### src/rtl/u8d_pkg.sv
// Shared types, constants and command codes for the lenient UTF-8 decoder.
`timescale 1ns / 1ps

package u8d_pkg;

    localparam int BYTE_W            = 8;
    localparam int CODE_W            = 31;
    localparam int CFG_IDX_W         = 1;
    localparam int QUEUE_DEPTH       = 4;
    localparam int DEF_MAX_SEQ_BYTES = 6;

    localparam logic [CFG_IDX_W-1:0] REG_MAX_CODE_POINT = 1'd0;
    localparam logic [CFG_IDX_W-1:0] REG_BAD_CHAR_CODE  = 1'd1;

    localparam logic [CODE_W-1:0] RST_MAX_CODE_POINT = 31'h0010_FFFF;
    localparam logic [CODE_W-1:0] RST_BAD_CHAR_CODE  = 31'h0000_FFFD;

    // What the front end issues for one byte
    typedef enum logic [2:0] {
        OP_NONE,
        OP_ASCII,
        OP_EOT,
        OP_BAD,
        OP_VALUE,
        OP_CUT_ASCII,
        OP_CUT_EOT
    } t_op;

    typedef struct packed {
        t_op               op;
        logic [CODE_W-1:0] data;
    } t_cmd;

endpackage

### src/rtl/u8d_ifs.sv
// Valid/ready channel interfaces: byte input, result output, configuration writes.
`timescale 1ns / 1ps

interface u8d_byte_if;
    import u8d_pkg::*;
    logic              valid;
    logic              ready;
    logic [BYTE_W-1:0] byte_value;

    modport source (output valid, output byte_value, input ready);
    modport sink   (input valid, input byte_value, output ready);
endinterface

interface u8d_result_if;
    import u8d_pkg::*;
    logic              valid;
    logic              ready;
    logic [CODE_W-1:0] code_point;
    logic              is_bad;
    logic              end_of_text;
    logic              last;

    modport source (output valid, output code_point, output is_bad, output end_of_text,
                    output last, input ready);
    modport sink   (input valid, input code_point, input is_bad, input end_of_text,
                    input last, output ready);
endinterface

interface u8d_cfg_if;
    import u8d_pkg::*;
    logic                 valid;
    logic                 ready;
    logic [CFG_IDX_W-1:0] index;
    logic [CODE_W-1:0]    data;

    modport source (output valid, output index, output data, input ready);
    modport sink   (input valid, input index, input data, output ready);
endinterface

### src/rtl/u8d_front.sv
// Front end: accepts bytes, tracks the decode phase and issues at most one command per byte.
`timescale 1ns / 1ps

module u8d_front #(
    parameter int MAX_SEQ_BYTES = u8d_pkg::DEF_MAX_SEQ_BYTES
) (
    input  logic                        i_clk,
    input  logic                        i_rst_n,
    u8d_byte_if.sink                    i_byte,
    input  logic [u8d_pkg::CODE_W-1:0]  i_max_code_point,
    input  logic                        i_full,
    output logic                        o_push,
    output u8d_pkg::t_cmd               o_cmd
);
    import u8d_pkg::*;

    localparam int RW = $clog2(MAX_SEQ_BYTES);

    localparam logic [1:0] PH_IDLE    = 2'd0;
    localparam logic [1:0] PH_COLLECT = 2'd1;
    localparam logic [1:0] PH_SKIP    = 2'd2;

    // Sequence length announced by a lead byte, zero when it is no valid lead
    function automatic logic [3:0] lead_len(input logic [BYTE_W-1:0] b);
        logic [3:0] len;
        len = 4'd0;
        if ((b & 8'he0) == 8'hc0)      len = 4'd2;
        else if ((b & 8'hf0) == 8'he0) len = 4'd3;
        else if ((b & 8'hf8) == 8'hf0) len = 4'd4;
        else if ((b & 8'hfc) == 8'hf8) len = 4'd5;
        else if ((b & 8'hfe) == 8'hfc) len = 4'd6;
        return len;
    endfunction

    logic [1:0]        r_phase, n_phase;
    logic [RW-1:0]     r_rem, n_rem;
    logic [CODE_W-1:0] r_acc, n_acc;

    logic              accept;
    logic [BYTE_W-1:0] b;
    logic [3:0]        len;
    logic              lead_ok;
    logic [CODE_W-1:0] acc_shift;
    logic [RW-1:0]     rem_dec;
    t_op               st_op, op;
    logic [1:0]        st_phase;
    logic [RW-1:0]     st_rem;
    logic [CODE_W-1:0] st_acc, data;

    assign accept        = i_byte.valid && !i_full;
    assign i_byte.ready  = !i_full;
    assign b             = i_byte.byte_value;
    assign len           = lead_len(b);
    assign lead_ok       = (len != 4'd0) && (32'(len) <= MAX_SEQ_BYTES);
    assign acc_shift     = {r_acc[CODE_W-7:0], b[5:0]};
    assign rem_dec       = r_rem - RW'(1);

    // Decode a byte at the start of a character
    always_comb begin
        st_acc = r_acc;
        st_rem = '0;
        if (b == '0) begin
            st_op    = OP_EOT;
            st_phase = PH_IDLE;
        end else if (!b[7]) begin
            st_op    = OP_ASCII;
            st_phase = PH_IDLE;
        end else if (!lead_ok) begin
            st_op    = OP_BAD;
            st_phase = PH_SKIP;
        end else begin
            st_op    = OP_NONE;
            st_phase = PH_COLLECT;
            st_rem   = RW'(len - 4'd1);
            st_acc   = CODE_W'(b & (8'hff >> (len + 4'd1)));
        end
    end

    always_comb begin
        n_phase = r_phase;
        n_rem   = r_rem;
        n_acc   = r_acc;
        op      = OP_NONE;
        data    = CODE_W'(b);
        case (r_phase)
            PH_COLLECT: begin
                if (b[7:6] == 2'b10 && r_rem != '0) begin
                    n_acc = acc_shift;
                    n_rem = rem_dec;
                    if (rem_dec == '0) begin
                        n_phase = PH_IDLE;
                        data    = acc_shift;
                        op      = (acc_shift > i_max_code_point) ? OP_BAD : OP_VALUE;
                    end
                end else if (b[7]) begin
                    // cut by a non-continuation byte: drop it and skip
                    n_rem   = '0;
                    n_phase = PH_SKIP;
                    op      = OP_BAD;
                end else begin
                    n_rem   = st_rem;
                    n_phase = st_phase;
                    op      = (st_op == OP_EOT) ? OP_CUT_EOT : OP_CUT_ASCII;
                end
            end
            PH_SKIP: begin
                if (!b[7]) begin
                    n_phase = st_phase;
                    n_rem   = st_rem;
                    n_acc   = st_acc;
                    op      = st_op;
                end
            end
            default: begin
                n_phase = st_phase;
                n_rem   = st_rem;
                n_acc   = st_acc;
                op      = st_op;
            end
        endcase
    end

    assign o_push     = accept && (op != OP_NONE);
    assign o_cmd.op   = op;
    assign o_cmd.data = data;

    always_ff @(posedge i_clk) begin
        if (!i_rst_n) begin
            r_phase <= PH_IDLE;
            r_rem   <= '0;
            r_acc   <= '0;
        end else if (accept) begin
            r_phase <= n_phase;
            r_rem   <= n_rem;
            r_acc   <= n_acc;
        end
    end

`ifndef SYNTHESIS
    a_collect_has_rem: assert property (@(posedge i_clk) disable iff (!i_rst_n)
        (r_phase == PH_COLLECT) |-> (r_rem != '0))
        else $error("collecting with no continuation bytes left");
    a_idle_no_rem: assert property (@(posedge i_clk) disable iff (!i_rst_n)
        (r_phase != PH_COLLECT) |-> (r_rem == '0))
        else $error("bytes remaining outside a sequence");
    a_push_not_full: assert property (@(posedge i_clk) disable iff (!i_rst_n)
        o_push |-> !i_full)
        else $error("command pushed into a full queue");
`endif

endmodule

### src/rtl/u8d_queue.sv
// Short command queue between the front and back ends.
`timescale 1ns / 1ps

module u8d_queue (
    input  logic          i_clk,
    input  logic          i_rst_n,
    input  logic          i_push,
    input  u8d_pkg::t_cmd i_cmd,
    output logic          o_full,
    output logic          o_valid,
    output u8d_pkg::t_cmd o_cmd,
    input  logic          i_pop
);
    import u8d_pkg::*;

    localparam int PW = $clog2(QUEUE_DEPTH);
    localparam int CW = $clog2(QUEUE_DEPTH + 1);

    t_cmd          r_mem [QUEUE_DEPTH];
    logic [PW-1:0] r_wr, r_rd;
    logic [CW-1:0] r_count;

    assign o_full  = (r_count == CW'(QUEUE_DEPTH));
    assign o_valid = (r_count != '0);
    assign o_cmd   = r_mem[r_rd];

    always_ff @(posedge i_clk) begin
        if (i_push) begin
            r_mem[r_wr] <= i_cmd;
        end
    end

    always_ff @(posedge i_clk) begin
        if (!i_rst_n) begin
            r_wr    <= '0;
            r_rd    <= '0;
            r_count <= '0;
        end else begin
            if (i_push) begin
                r_wr <= (r_wr == PW'(QUEUE_DEPTH - 1)) ? '0 : r_wr + PW'(1);
            end
            if (i_pop) begin
                r_rd <= (r_rd == PW'(QUEUE_DEPTH - 1)) ? '0 : r_rd + PW'(1);
            end
            case ({i_push, i_pop})
                2'b10:   r_count <= r_count + CW'(1);
                2'b01:   r_count <= r_count - CW'(1);
                default: r_count <= r_count;
            endcase
        end
    end

`ifndef SYNTHESIS
    a_no_overflow: assert property (@(posedge i_clk) disable iff (!i_rst_n)
        r_count <= CW'(QUEUE_DEPTH))
        else $error("queue count beyond depth");
    a_pop_nonempty: assert property (@(posedge i_clk) disable iff (!i_rst_n)
        i_pop |-> o_valid)
        else $error("pop from empty queue");
    a_fill_tracks: assert property (@(posedge i_clk) disable iff (!i_rst_n)
        (i_push && !i_pop) |=> (r_count == $past(r_count) + CW'(1)))
        else $error("queue count lost a transaction");
`endif

endmodule

### src/rtl/u8d_back.sv
// Back end: expands queued commands into result transactions through an output register.
`timescale 1ns / 1ps

module u8d_back (
    input  logic                        i_clk,
    input  logic                        i_rst_n,
    input  logic                        i_valid,
    input  u8d_pkg::t_cmd               i_cmd,
    output logic                        o_pop,
    input  logic [u8d_pkg::CODE_W-1:0]  i_bad_char_code,
    u8d_result_if.source                o_res
);
    import u8d_pkg::*;

    logic              r_valid, r_second;
    logic [CODE_W-1:0] r_cp;
    logic              r_bad, r_eot, r_last;

    logic              load, two, first_of_two;
    logic [CODE_W-1:0] cp;
    logic              bad, eot;

    assign load         = i_valid && (!r_valid || o_res.ready);
    assign two          = (i_cmd.op == OP_CUT_ASCII) || (i_cmd.op == OP_CUT_EOT);
    assign first_of_two = two && !r_second;
    assign o_pop        = load && !first_of_two;

    always_comb begin
        cp  = '0;
        bad = 1'b0;
        eot = 1'b0;
        if (first_of_two) begin
            cp  = i_bad_char_code;
            bad = 1'b1;
        end else begin
            case (i_cmd.op)
                OP_ASCII, OP_VALUE, OP_CUT_ASCII: cp = i_cmd.data;
                OP_EOT, OP_CUT_EOT:               eot = 1'b1;
                OP_BAD: begin
                    cp  = i_bad_char_code;
                    bad = 1'b1;
                end
                default: cp = '0;
            endcase
        end
    end

    always_ff @(posedge i_clk) begin
        if (!i_rst_n) begin
            r_valid  <= 1'b0;
            r_second <= 1'b0;
        end else if (load) begin
            r_valid  <= 1'b1;
            r_second <= first_of_two;
        end else if (o_res.ready) begin
            r_valid  <= 1'b0;
        end
    end

    always_ff @(posedge i_clk) begin
        if (load) begin
            r_cp   <= cp;
            r_bad  <= bad;
            r_eot  <= eot;
            r_last <= !first_of_two;
        end
    end

    assign o_res.valid       = r_valid;
    assign o_res.code_point  = r_cp;
    assign o_res.is_bad      = r_bad;
    assign o_res.end_of_text = r_eot;
    assign o_res.last        = r_last;

`ifndef SYNTHESIS
    a_second_after_bad: assert property (@(posedge i_clk) disable iff (!i_rst_n)
        r_second |-> (r_valid && r_bad && !r_last))
        else $error("second result pending without a leading bad result");
    a_second_head_held: assert property (@(posedge i_clk) disable iff (!i_rst_n)
        r_second |-> (i_valid && two))
        else $error("head command lost before its second result");
    a_last_pops: assert property (@(posedge i_clk) disable iff (!i_rst_n)
        (load && !first_of_two) |-> o_pop)
        else $error("final result issued without releasing its command");
`endif

endmodule

### src/rtl/utf8_lenient_decoder_core.sv
// Top level of the lenient UTF-8 decoder: configuration registers, front end, queue, back end.
// A result passes through the queue and then the output register after its byte is accepted.
// Throughput: one byte per cycle; the output register emits one result per cycle while the
// receiver is ready, and a byte cut short yields two results, absorbed by a 4-entry queue.
// Input ready drops only while that queue is full; configuration writes complete every cycle.
// Reset (synchronous, active low) returns the decoder to idle, empties the queue and output,
// and restores max_code_point 0x10FFFF and bad_char_code 0xFFFD.
`timescale 1ns / 1ps

module utf8_lenient_decoder_core #(
    parameter int MAX_SEQ_BYTES = u8d_pkg::DEF_MAX_SEQ_BYTES
) (
    input  logic          i_clk,
    input  logic          i_rst_n,
    u8d_byte_if.sink      i_byte,
    u8d_cfg_if.sink       i_cfg,
    u8d_result_if.source  o_res
);
    import u8d_pkg::*;

    logic [CODE_W-1:0] r_max_code_point;
    logic [CODE_W-1:0] r_bad_char_code;

    logic push, full, q_valid, pop;
    t_cmd push_cmd, head_cmd;

    assign i_cfg.ready = 1'b1;

    always_ff @(posedge i_clk) begin
        if (!i_rst_n) begin
            r_max_code_point <= RST_MAX_CODE_POINT;
            r_bad_char_code  <= RST_BAD_CHAR_CODE;
        end else if (i_cfg.valid) begin
            case (i_cfg.index)
                REG_MAX_CODE_POINT: r_max_code_point <= i_cfg.data;
                REG_BAD_CHAR_CODE:  r_bad_char_code  <= i_cfg.data;
                default:            r_max_code_point <= r_max_code_point;
            endcase
        end
    end

    u8d_front #(
        .MAX_SEQ_BYTES (MAX_SEQ_BYTES)
    ) u_front (
        .i_clk            (i_clk),
        .i_rst_n          (i_rst_n),
        .i_byte           (i_byte),
        .i_max_code_point (r_max_code_point),
        .i_full           (full),
        .o_push           (push),
        .o_cmd            (push_cmd)
    );

    u8d_queue u_queue (
        .i_clk   (i_clk),
        .i_rst_n (i_rst_n),
        .i_push  (push),
        .i_cmd   (push_cmd),
        .o_full  (full),
        .o_valid (q_valid),
        .o_cmd   (head_cmd),
        .i_pop   (pop)
    );

    u8d_back u_back (
        .i_clk           (i_clk),
        .i_rst_n         (i_rst_n),
        .i_valid         (q_valid),
        .i_cmd           (head_cmd),
        .o_pop           (pop),
        .i_bad_char_code (r_bad_char_code),
        .o_res           (o_res)
    );

endmodule

### src/flat_wrapper.sv
// flat-port wrapper written by rule: the top's interface ports become plain ports
module utf8_lenient_decoder_core_flat import u8d_pkg::*;
#(
    parameter int MAX_SEQ_BYTES = u8d_pkg::DEF_MAX_SEQ_BYTES
)
  (i_clk, i_rst_n, i_byte_valid, i_byte_byte_value, i_byte_ready, i_cfg_valid, i_cfg_index, i_cfg_data, i_cfg_ready, o_res_valid, o_res_code_point, o_res_is_bad, o_res_end_of_text, o_res_last, o_res_ready);
  u8d_byte_if i_byte_i ();
  u8d_cfg_if i_cfg_i ();
  u8d_result_if o_res_i ();
  input  logic i_clk;
  input  logic i_rst_n;
  input wire logic [$bits(i_byte_i.valid)-1:0] i_byte_valid;
  input wire logic [$bits(i_byte_i.byte_value)-1:0] i_byte_byte_value;
  output wire logic [$bits(i_byte_i.ready)-1:0] i_byte_ready;
  input wire logic [$bits(i_cfg_i.valid)-1:0] i_cfg_valid;
  input wire logic [$bits(i_cfg_i.index)-1:0] i_cfg_index;
  input wire logic [$bits(i_cfg_i.data)-1:0] i_cfg_data;
  output wire logic [$bits(i_cfg_i.ready)-1:0] i_cfg_ready;
  output wire logic [$bits(o_res_i.valid)-1:0] o_res_valid;
  output wire logic [$bits(o_res_i.code_point)-1:0] o_res_code_point;
  output wire logic [$bits(o_res_i.is_bad)-1:0] o_res_is_bad;
  output wire logic [$bits(o_res_i.end_of_text)-1:0] o_res_end_of_text;
  output wire logic [$bits(o_res_i.last)-1:0] o_res_last;
  input wire logic [$bits(o_res_i.ready)-1:0] o_res_ready;
  assign i_byte_i.valid = i_byte_valid;
  assign i_byte_i.byte_value = i_byte_byte_value;
  assign i_byte_ready = i_byte_i.ready;
  assign i_cfg_i.valid = i_cfg_valid;
  assign i_cfg_i.index = i_cfg_index;
  assign i_cfg_i.data = i_cfg_data;
  assign i_cfg_ready = i_cfg_i.ready;
  assign o_res_valid = o_res_i.valid;
  assign o_res_code_point = o_res_i.code_point;
  assign o_res_is_bad = o_res_i.is_bad;
  assign o_res_end_of_text = o_res_i.end_of_text;
  assign o_res_last = o_res_i.last;
  assign o_res_i.ready = o_res_ready;
  utf8_lenient_decoder_core #(.MAX_SEQ_BYTES(MAX_SEQ_BYTES)) u_core (.i_clk(i_clk), .i_rst_n(i_rst_n), .i_byte(i_byte_i), .i_cfg(i_cfg_i), .o_res(o_res_i));
endmodule
### config.mk
export PLATFORM = sky130hd
export DESIGN_NAME = utf8_lenient_decoder_core_flat
export DESIGN_NICKNAME = d
export VERILOG_FILES = /design/src/rtl/u8d_pkg.sv /design/src/rtl/u8d_ifs.sv /design/src/rtl/u8d_front.sv /design/src/rtl/u8d_queue.sv /design/src/rtl/u8d_back.sv /design/src/rtl/utf8_lenient_decoder_core.sv /design/src/flat_wrapper.sv
export SDC_FILE = /design/constraint.sdc
export NUM_CORES = 1
export LEC_CHECK = 0
export CORE_MARGIN = 1.5
export CORE_UTILIZATION = 50
export CTS_BUF_LIST = sky130_fd_sc_hd__clkbuf_16
export DETAILED_ROUTE_END_ITERATION = 12
export DONT_BUFFER_PORTS = 1
export GPL_ROUTABILITY_DRIVEN = 1
export GPL_TIMING_DRIVEN = 0
export PLACE_DENSITY = 0.66
export SKIP_CTS_REPAIR_TIMING = 1
export SLEW_MARGIN = 20
export SYNTH_ARGS = -nofsm -noshare
export SYNTH_HDL_FRONTEND = slang
export SYNTH_SLANG_ARGS = --single-unit
### constraint.sdc
create_clock -name i_clk -period 3.9 [get_ports i_clk]
set_clock_uncertainty 0.15 [all_clocks]
set_input_delay 0.39 -clock i_clk [delete_from_list [all_inputs] [get_ports i_clk]]
set_output_delay 0.39 -clock i_clk [all_outputs]
set_load 0.1 [all_outputs]
==> results of run 1 <==
[cell type report]
type                            count  share of cell area [%]
Timing Repair Buffer               40                    3.18
Tap cell                          319                    2.91
Multi-Input combinational cell    575                    30.4
Buffer                             51                    1.60
Sequential cell                   273                    52.3
Antenna cell                        1                  0.0183
Inverter                           81                    2.22
Clock inverter                     25                    2.09
Clock buffer                       29                    5.30
[cells by family after synthesis]
| family | after synthesis | synth area share (%) |
|---|---|---|
| adder cells (fa/ha/maj) | 49 | 5.26 |
| buffers and inverters | 132 | 4.42 |
| AO/OA/AOI/OAI | 170 | 10.1 |
| multiplexers | 36 | 6.66 |
| flip-flops | 273 | 60.7 |
| AND/OR/NAND/NOR | 314 | 12.5 |
| XOR/XNOR | 5 | 0.371 |
| other | 1 | 0.0318 |
[worst reg2reg max path, cell delays in order, from the launching register on]
cell and delay (ns):
dfxtp_1 0.33, inv_1 0.10, nand3_1 0.78, nand2_1 0.57, or4_4 0.22, o211ai_4 0.12
inv_1 0.08, ha_1 0.18, inv_1 0.06, fa_1 0.37, xor2_1 0.16, or3_1 0.30
a21boi_0 0.17
[metrics by stage]
| stage | hold slack [ns] | TNS (ns) | util [%] | setup slack (ns) |
|---|---|---|---|---|
| after floorplan | 0.291 | 0 | - | 0.156 |
| after global placement | 0.301 | -59.37 | 52.3 | -0.771 |
| after detailed placement | 0.305 | -64.71 | 52.6 | -0.515 |
| after CTS | -0.225 | -2.51 | 56.9 | -0.0724 |
| after global routing | 0.0757 | -0.0349 | 58.7 | -0.0349 |
| final | 0.0259 | 0 | 58.7 | 0.236 |
[synthesized netlist by cell type, drive strengths merged (9+ instances only)]
cell and count:
mux4 34, dfxtp 103, nand3 43, nand4 9
a21boi 59, o21ai 44, edfxtp 170, clkbuf 37
ha 48, nor2 10, o211ai 24, and2 33
inv 81, nand2 191, a21oi 19, buf 14
[registers in the layout (all words and copies together), names as in the netlist, 3 cells and up, named ones only]
name                            count
u_core.u_back.o_res.code_point     31
u_core.u_front.r_rem                3
u_core.r_max_code_point            31
u_core.r_bad_char_code             31
u_core.u_front.r_acc               25
u_core.u_queue.r_count              3
u_core.u_queue.r_mem              136
[report_power, final]
part           total [mW]  internal (mW)  switching [mW]
clock network        2.90           1.75            1.14
registers            5.08           3.63            1.45
logic                1.86          0.725            1.14
total                9.85           6.11            3.73
[metal layers]
metal / share of wire, % / track usage, % / routed length (um) / up-vias
met5: 0 / 0 / 0 / -
met4: 2.0 / 6.21 / 527 / 0
met3: 5.4 / 4.10 / 1430 / 36
met1: 45 / 29.7 / 12000 / 3614
met2: 48 / 36.1 / 12700 / 195
li1: - / - / - / 3625
[worst paths after layout]
path / startpoint / to / slack (ns) / cells past startpoint
worst max-delay path: u_core.u_queue.r_count[0] / u_core.u_queue.r_count[2] / 0.24 / 12
worst min-delay path: i_cfg_valid / u_core.r_max_code_point[16] / 0.03 / 3
worst max register to register: u_core.u_queue.r_count[0] / u_core.u_queue.r_count[2] / 0.24 / 12
worst min register to register: u_core.r_max_code_point[26] / u_core.r_max_code_point[26] / 0.31 / 2
==> results.sh, run 1 <==
export IMPL_outcome="complete, no violations"
export IMPL_dp_hpwl_um=17600
export IMPL_final_common_cell="nand2_1"
export IMPL_drv_cap=0
export IMPL_p_leak_nw=5.11
export IMPL_multi_input_area_um2=4160
export IMPL_synth_cells=980
export IMPL_synthesis_area_um2=11800
export IMPL_drtIter0Drc=554
export IMPL_ys_ff_latch=273
export IMPL_root_buffer="clkbuf_16"
export IMPL_worst_path_max_delay_cell="nand3_1"
export IMPL_yosys_warnings=0
export IMPL_ant_nets=0
export IMPL_remaining_drc_errors=0
export IMPL_min_period_over_period_pct=93.9
export IMPL_nFillCells=1869
export IMPL_grt_overflow=0
export IMPL_seq_area_frac_synth_pct=60.7
export IMPL_ir_worst_vdd_mv=0.608
export IMPL_wire_per_inst_um=19.1
export IMPL_clk_path_buf_depth=3
export IMPL_seqCellArea_um2=7170
export IMPL_cts_buffers=29
export IMPL_worst_slew_pin_slew_ns=1.06
export IMPL_routed_via_density=5.36
export IMPL_cp_num_buf_inv=3
export IMPL_yosys_most_used_dff="edfxtp_1"
export IMPL_place_inst=1301
export IMPL_routed_wirelength_um=26700
export IMPL_start_util_pct=50.6
export IMPL_fin_total_pwr_mw=9.85
export IMPL_hold_violations=0
export IMPL_gp_congestion=0.858
export IMPL_worstSetupEndpointType="flop"
export IMPL_nNetsFinal=1145
export IMPL_syn_avg_cell_area_um2=12.0
export IMPL_dr_pass1_iters=5
export IMPL_rows=56
export IMPL_hold_class="primary input to flop"
export IMPL_critPathTopFamily="simple AND/OR/NAND/NOR gates"
export IMPL_vias=7470
export IMPL_crit_top_cell="inv_1"
export IMPL_drive_gt1_share_pct=10.9
export IMPL_place_area_um2=12300
export IMPL_insertion_delay_ns=0.55
export IMPL_htree_levels=1
export IMPL_fp_dieW_um=157
export IMPL_core_region_area_um2=23300
export IMPL_area_growth_syn_to_layout_pct=16.0
export IMPL_grt_total_usage_pct=21.9
export IMPL_period_minus_slack_ns=3.66
export IMPL_grt_max_degree=35
export IMPL_dieHeight_um=157
export IMPL_path_cells="inv_1, nand3_1, nand2_1, or4_4, o211ai_4, inv_1, ha_1, inv_1, fa_1, xor2_1, or3_1, a21boi_0"
export IMPL_p_per_area_nw_per_um2=719
export IMPL_cts_clk_slew_worst_paths_ns=0.06
export IMPL_cts_tree="built"
export IMPL_boundaryPins=82
export IMPL_maxSlewViolCount=0
export IMPL_rsz0062_at_grt="true"
export IMPL_yosysTopAreaCell="edfxtp_1"
export IMPL_clock_sinks=273
export IMPL_worstPathArrival_ns=3.98
export IMPL_dieArea_um2=24500
export IMPL_max_slew_margin_rel_pct=28.8
export IMPL_timing_fmax_mhz=273
export IMPL_fin_area_um2=13700
export IMPL_crit_type="flop to flop"
export IMPL_setup_viol=0
export IMPL_grt_pass1_wl_um=40800
export IMPL_yosysUniqueCellTypes=59
export IMPL_grt_pass1_vias=7378
export IMPL_synth_top_cell_area_share_pct=43.2
export IMPL_final_cell_mix="nand2_1 (191), edfxtp_1 (170), dfxtp_1 (103)"
export IMPL_port_buffers=0
export IMPL_final_cell_count_no_fill=1394
export IMPL_critPathMaxStageDelay_ns=0.78
export IMPL_synth_edff_count=170
export IMPL_async_flop_share_pct=0
export IMPL_syn_nets=1074
export IMPL_crit_fanout=7
export IMPL_synthTopCellsByArea="edfxtp_1 (43%), dfxtp_1 (17%), mux4_2 (6.5%)"
export IMPL_grt_antenna_before_repair=1
export IMPL_cp_data_required_time_ns=4.22
export IMPL_cp_start_kind="flop"
(Power assumes the default switching activity.)
==> inputs of run 2 (changes only) <==
--- a/config.mk
+++ b/config.mk
@@ -5,9 +5,9 @@
 export SDC_FILE = /design/constraint.sdc
 export NUM_CORES = 1
 export LEC_CHECK = 0
-export CORE_MARGIN = 1.5
+export CORE_MARGIN = 4
 export CORE_UTILIZATION = 50
-export CTS_BUF_LIST = sky130_fd_sc_hd__clkbuf_16
+export CTS_BUF_LIST = sky130_fd_sc_hd__clkbuf_8
 export DETAILED_ROUTE_END_ITERATION = 12
 export DONT_BUFFER_PORTS = 1
 export GPL_ROUTABILITY_DRIVEN = 1
==> run 2 against run 1 <==
  * Global-route usage decreased by 1.7 points
  * Critical path type unchanged
  * Sequential share of layout area increased by 0.70 points
  * Largest cell class unchanged
  * Via count up 2.0%
  * Maximum frequency shrank 2.9%
  * Die area is 6.5% higher
  * Power down 5.9%
==> results.sh, run 2 (synthesis results as in run 1) <==
export IMPL_drtIter0Drc=493
export IMPL_num_antenna_cells=0
export IMPL_ant_nets=0
export IMPL_hold_violations=0
export IMPL_period_minus_slack_ns=3.77
export IMPL_grt_overflow=0
export IMPL_final_cell_count_no_fill=1416
export IMPL_crit_fanout=34
export IMPL_cp_start_kind="flop"
export IMPL_ir_worst_vdd_mv=0.774
export IMPL_dieArea_um2=26100
export IMPL_root_buffer="clkbuf_8"
export IMPL_boundaryPins=82
export IMPL_nNetsFinal=1161
export IMPL_worstPathArrival_ns=3.79
export IMPL_rows=55
export IMPL_holdWs_ns=0.0353
export IMPL_nFillCells=1904
export IMPL_core_region_area_um2=22900
export IMPL_crit_type="flop to flop"
export IMPL_routed_wirelength_um=26700
export IMPL_hold_class="primary input to flop"
export IMPL_grt_pass1_vias=7453
export IMPL_grt_max_degree=35
export IMPL_worst_slew_pin_slew_ns=1.07
export IMPL_cts_buffers=44
export IMPL_pre_cts_ws_ns=-0.470
export IMPL_cp_data_required_time_ns=3.92
export IMPL_multi_input_area_um2=4160
export IMPL_reg2reg_to="u_core.u_queue.r_mem[1][17]"
export IMPL_grt_pass1_wl_um=41300
export IMPL_r2r_start="u_core.u_front.r_acc[7]"
export IMPL_hold_depth=3
export IMPL_cts_clk_slew_worst_paths_ns=0.06
export IMPL_area_growth_syn_to_layout_pct=14.5
export IMPL_fp_dieW_um=162
export IMPL_cp_startpoint="u_core.u_front.r_acc[7]"
export IMPL_final_util_pct=59.0
export IMPL_dp_hpwl_um=17800
export IMPL_setup_viol=0
export IMPL_min_period_over_period_pct=96.7
export IMPL_largest_register_ffs=136
export IMPL_dr_pass1_iters=5
export IMPL_start_util_pct=51.5
export IMPL_gp_congestion=0.863
export IMPL_worstSetupEndpointType="flop"
export IMPL_vias=7619
export IMPL_hold_path_end="u_core.r_bad_char_code[1]"
export IMPL_outcome="complete, no violations"
export IMPL_max_slew_margin_rel_pct=28.5
export IMPL_drive_gt1_share_pct=12.0
export IMPL_htree_levels=2
export IMPL_cts_tree="built"
export IMPL_p_per_area_nw_per_um2=685
export IMPL_setup_tns_ns=0
export IMPL_dieHeight_um=162
export IMPL_worst_slack_ns=0.128
export IMPL_place_inst=1295
export IMPL_clock_sinks=273
export IMPL_timing_fmax_mhz=265
export IMPL_reg2reg_depth=8
export IMPL_wire_per_inst_um=18.9
export IMPL_rsz0062_at_grt="true"
export IMPL_regMostFlops="u_core.u_queue.r_mem"
export IMPL_maxSlewViolCount=0
export IMPL_p_leak_nw=5.09
export IMPL_grt_total_usage_pct=20.2
export IMPL_seqCellArea_um2=7170
export IMPL_routed_via_density=5.38
export IMPL_insertion_delay_ns=0.57
export IMPL_holdCritStartpoint="i_cfg_valid"
export IMPL_final_common_cell="nand2_1"
export IMPL_clk_path_buf_depth=3
export IMPL_ff2ff_setup_slack_ns=0.13
export IMPL_final_cell_mix="nand2_1 (191), edfxtp_1 (170), dfxtp_1 (103)"
export IMPL_port_buffers=0
export IMPL_drv_cap=0
export IMPL_grt_antenna_before_repair=0
export IMPL_remaining_drc_errors=0
run 2: worst max path at each step:
stage | end | slack, ns | depth (start not counted)
after global placement | u_core.u_queue.r_count[2] | -0.79 | 9
final | u_core.u_queue.r_mem[1][17] | 0.13 | 8
after CTS | u_core.u_queue.r_mem[2][9] | -0.02 | 9
after floorplan | u_core.u_queue.r_count[2] | 0.16 | 17
after global routing | u_core.u_queue.r_mem[2][13] | -0.07 | 8
after detailed placement | u_core.u_queue.r_mem[2][12] | -0.47 | 11
run 2: critical path, stage by stage, from the launching register on:
cell	delay, ns
dfxtp_1	0.36
ha_1	0.36
nand4_1	0.14
nor4_1	0.42
and2_1	0.23
a21oi_2	0.08
or4_4	0.58
o211ai_4	0.15
and2_2	0.84
run 2: where the power goes:
| group | total [mW] | leakage [nW] | switching, mW | internal (mW) |
|---|---|---|---|---|
| clock network | 2.30 | 0.483 | 1.13 | 1.17 |
| logic | 1.87 | 2.15 | 1.15 | 0.724 |
| registers | 5.09 | 2.46 | 1.45 | 3.63 |
| total | 9.26 | 5.09 | 3.74 | 5.53 |
run 2: layout make-up:
cell class                      count  share of cell area [%]
Multi-Input combinational cell    575                    30.8
Sequential cell                   273                    53.0
Buffer                             51                    1.61
Timing Repair Buffer               41                    3.28
Clock buffer                       49                    4.99
Clock inverter                     33                    1.14
Inverter                           81                    2.25
Tap cell                          313                    2.90
run 2: stage by stage:
| step | instance area [um2] | total power, mW |
|---|---|---|
| final | 13500 | 9.26 |
| after global routing | 13500 | 9.70 |
| after CTS | 13100 | 9.30 |
| after detailed placement | 12300 | 7.00 |
| after global placement | 12200 | 6.86 |
| after floorplan | 11800 | 6.36 |
run 2: per-layer routing:
layer / track usage (%) / vias to the layer above / routed length (um)
met5: 0 / - / 0
met4: 4.81 / 0 / 447
met3: 4.62 / 38 / 1200
met2: 33.3 / 172 / 12900
met1: 27.6 / 3742 / 12200
li1: - / 3667 / -
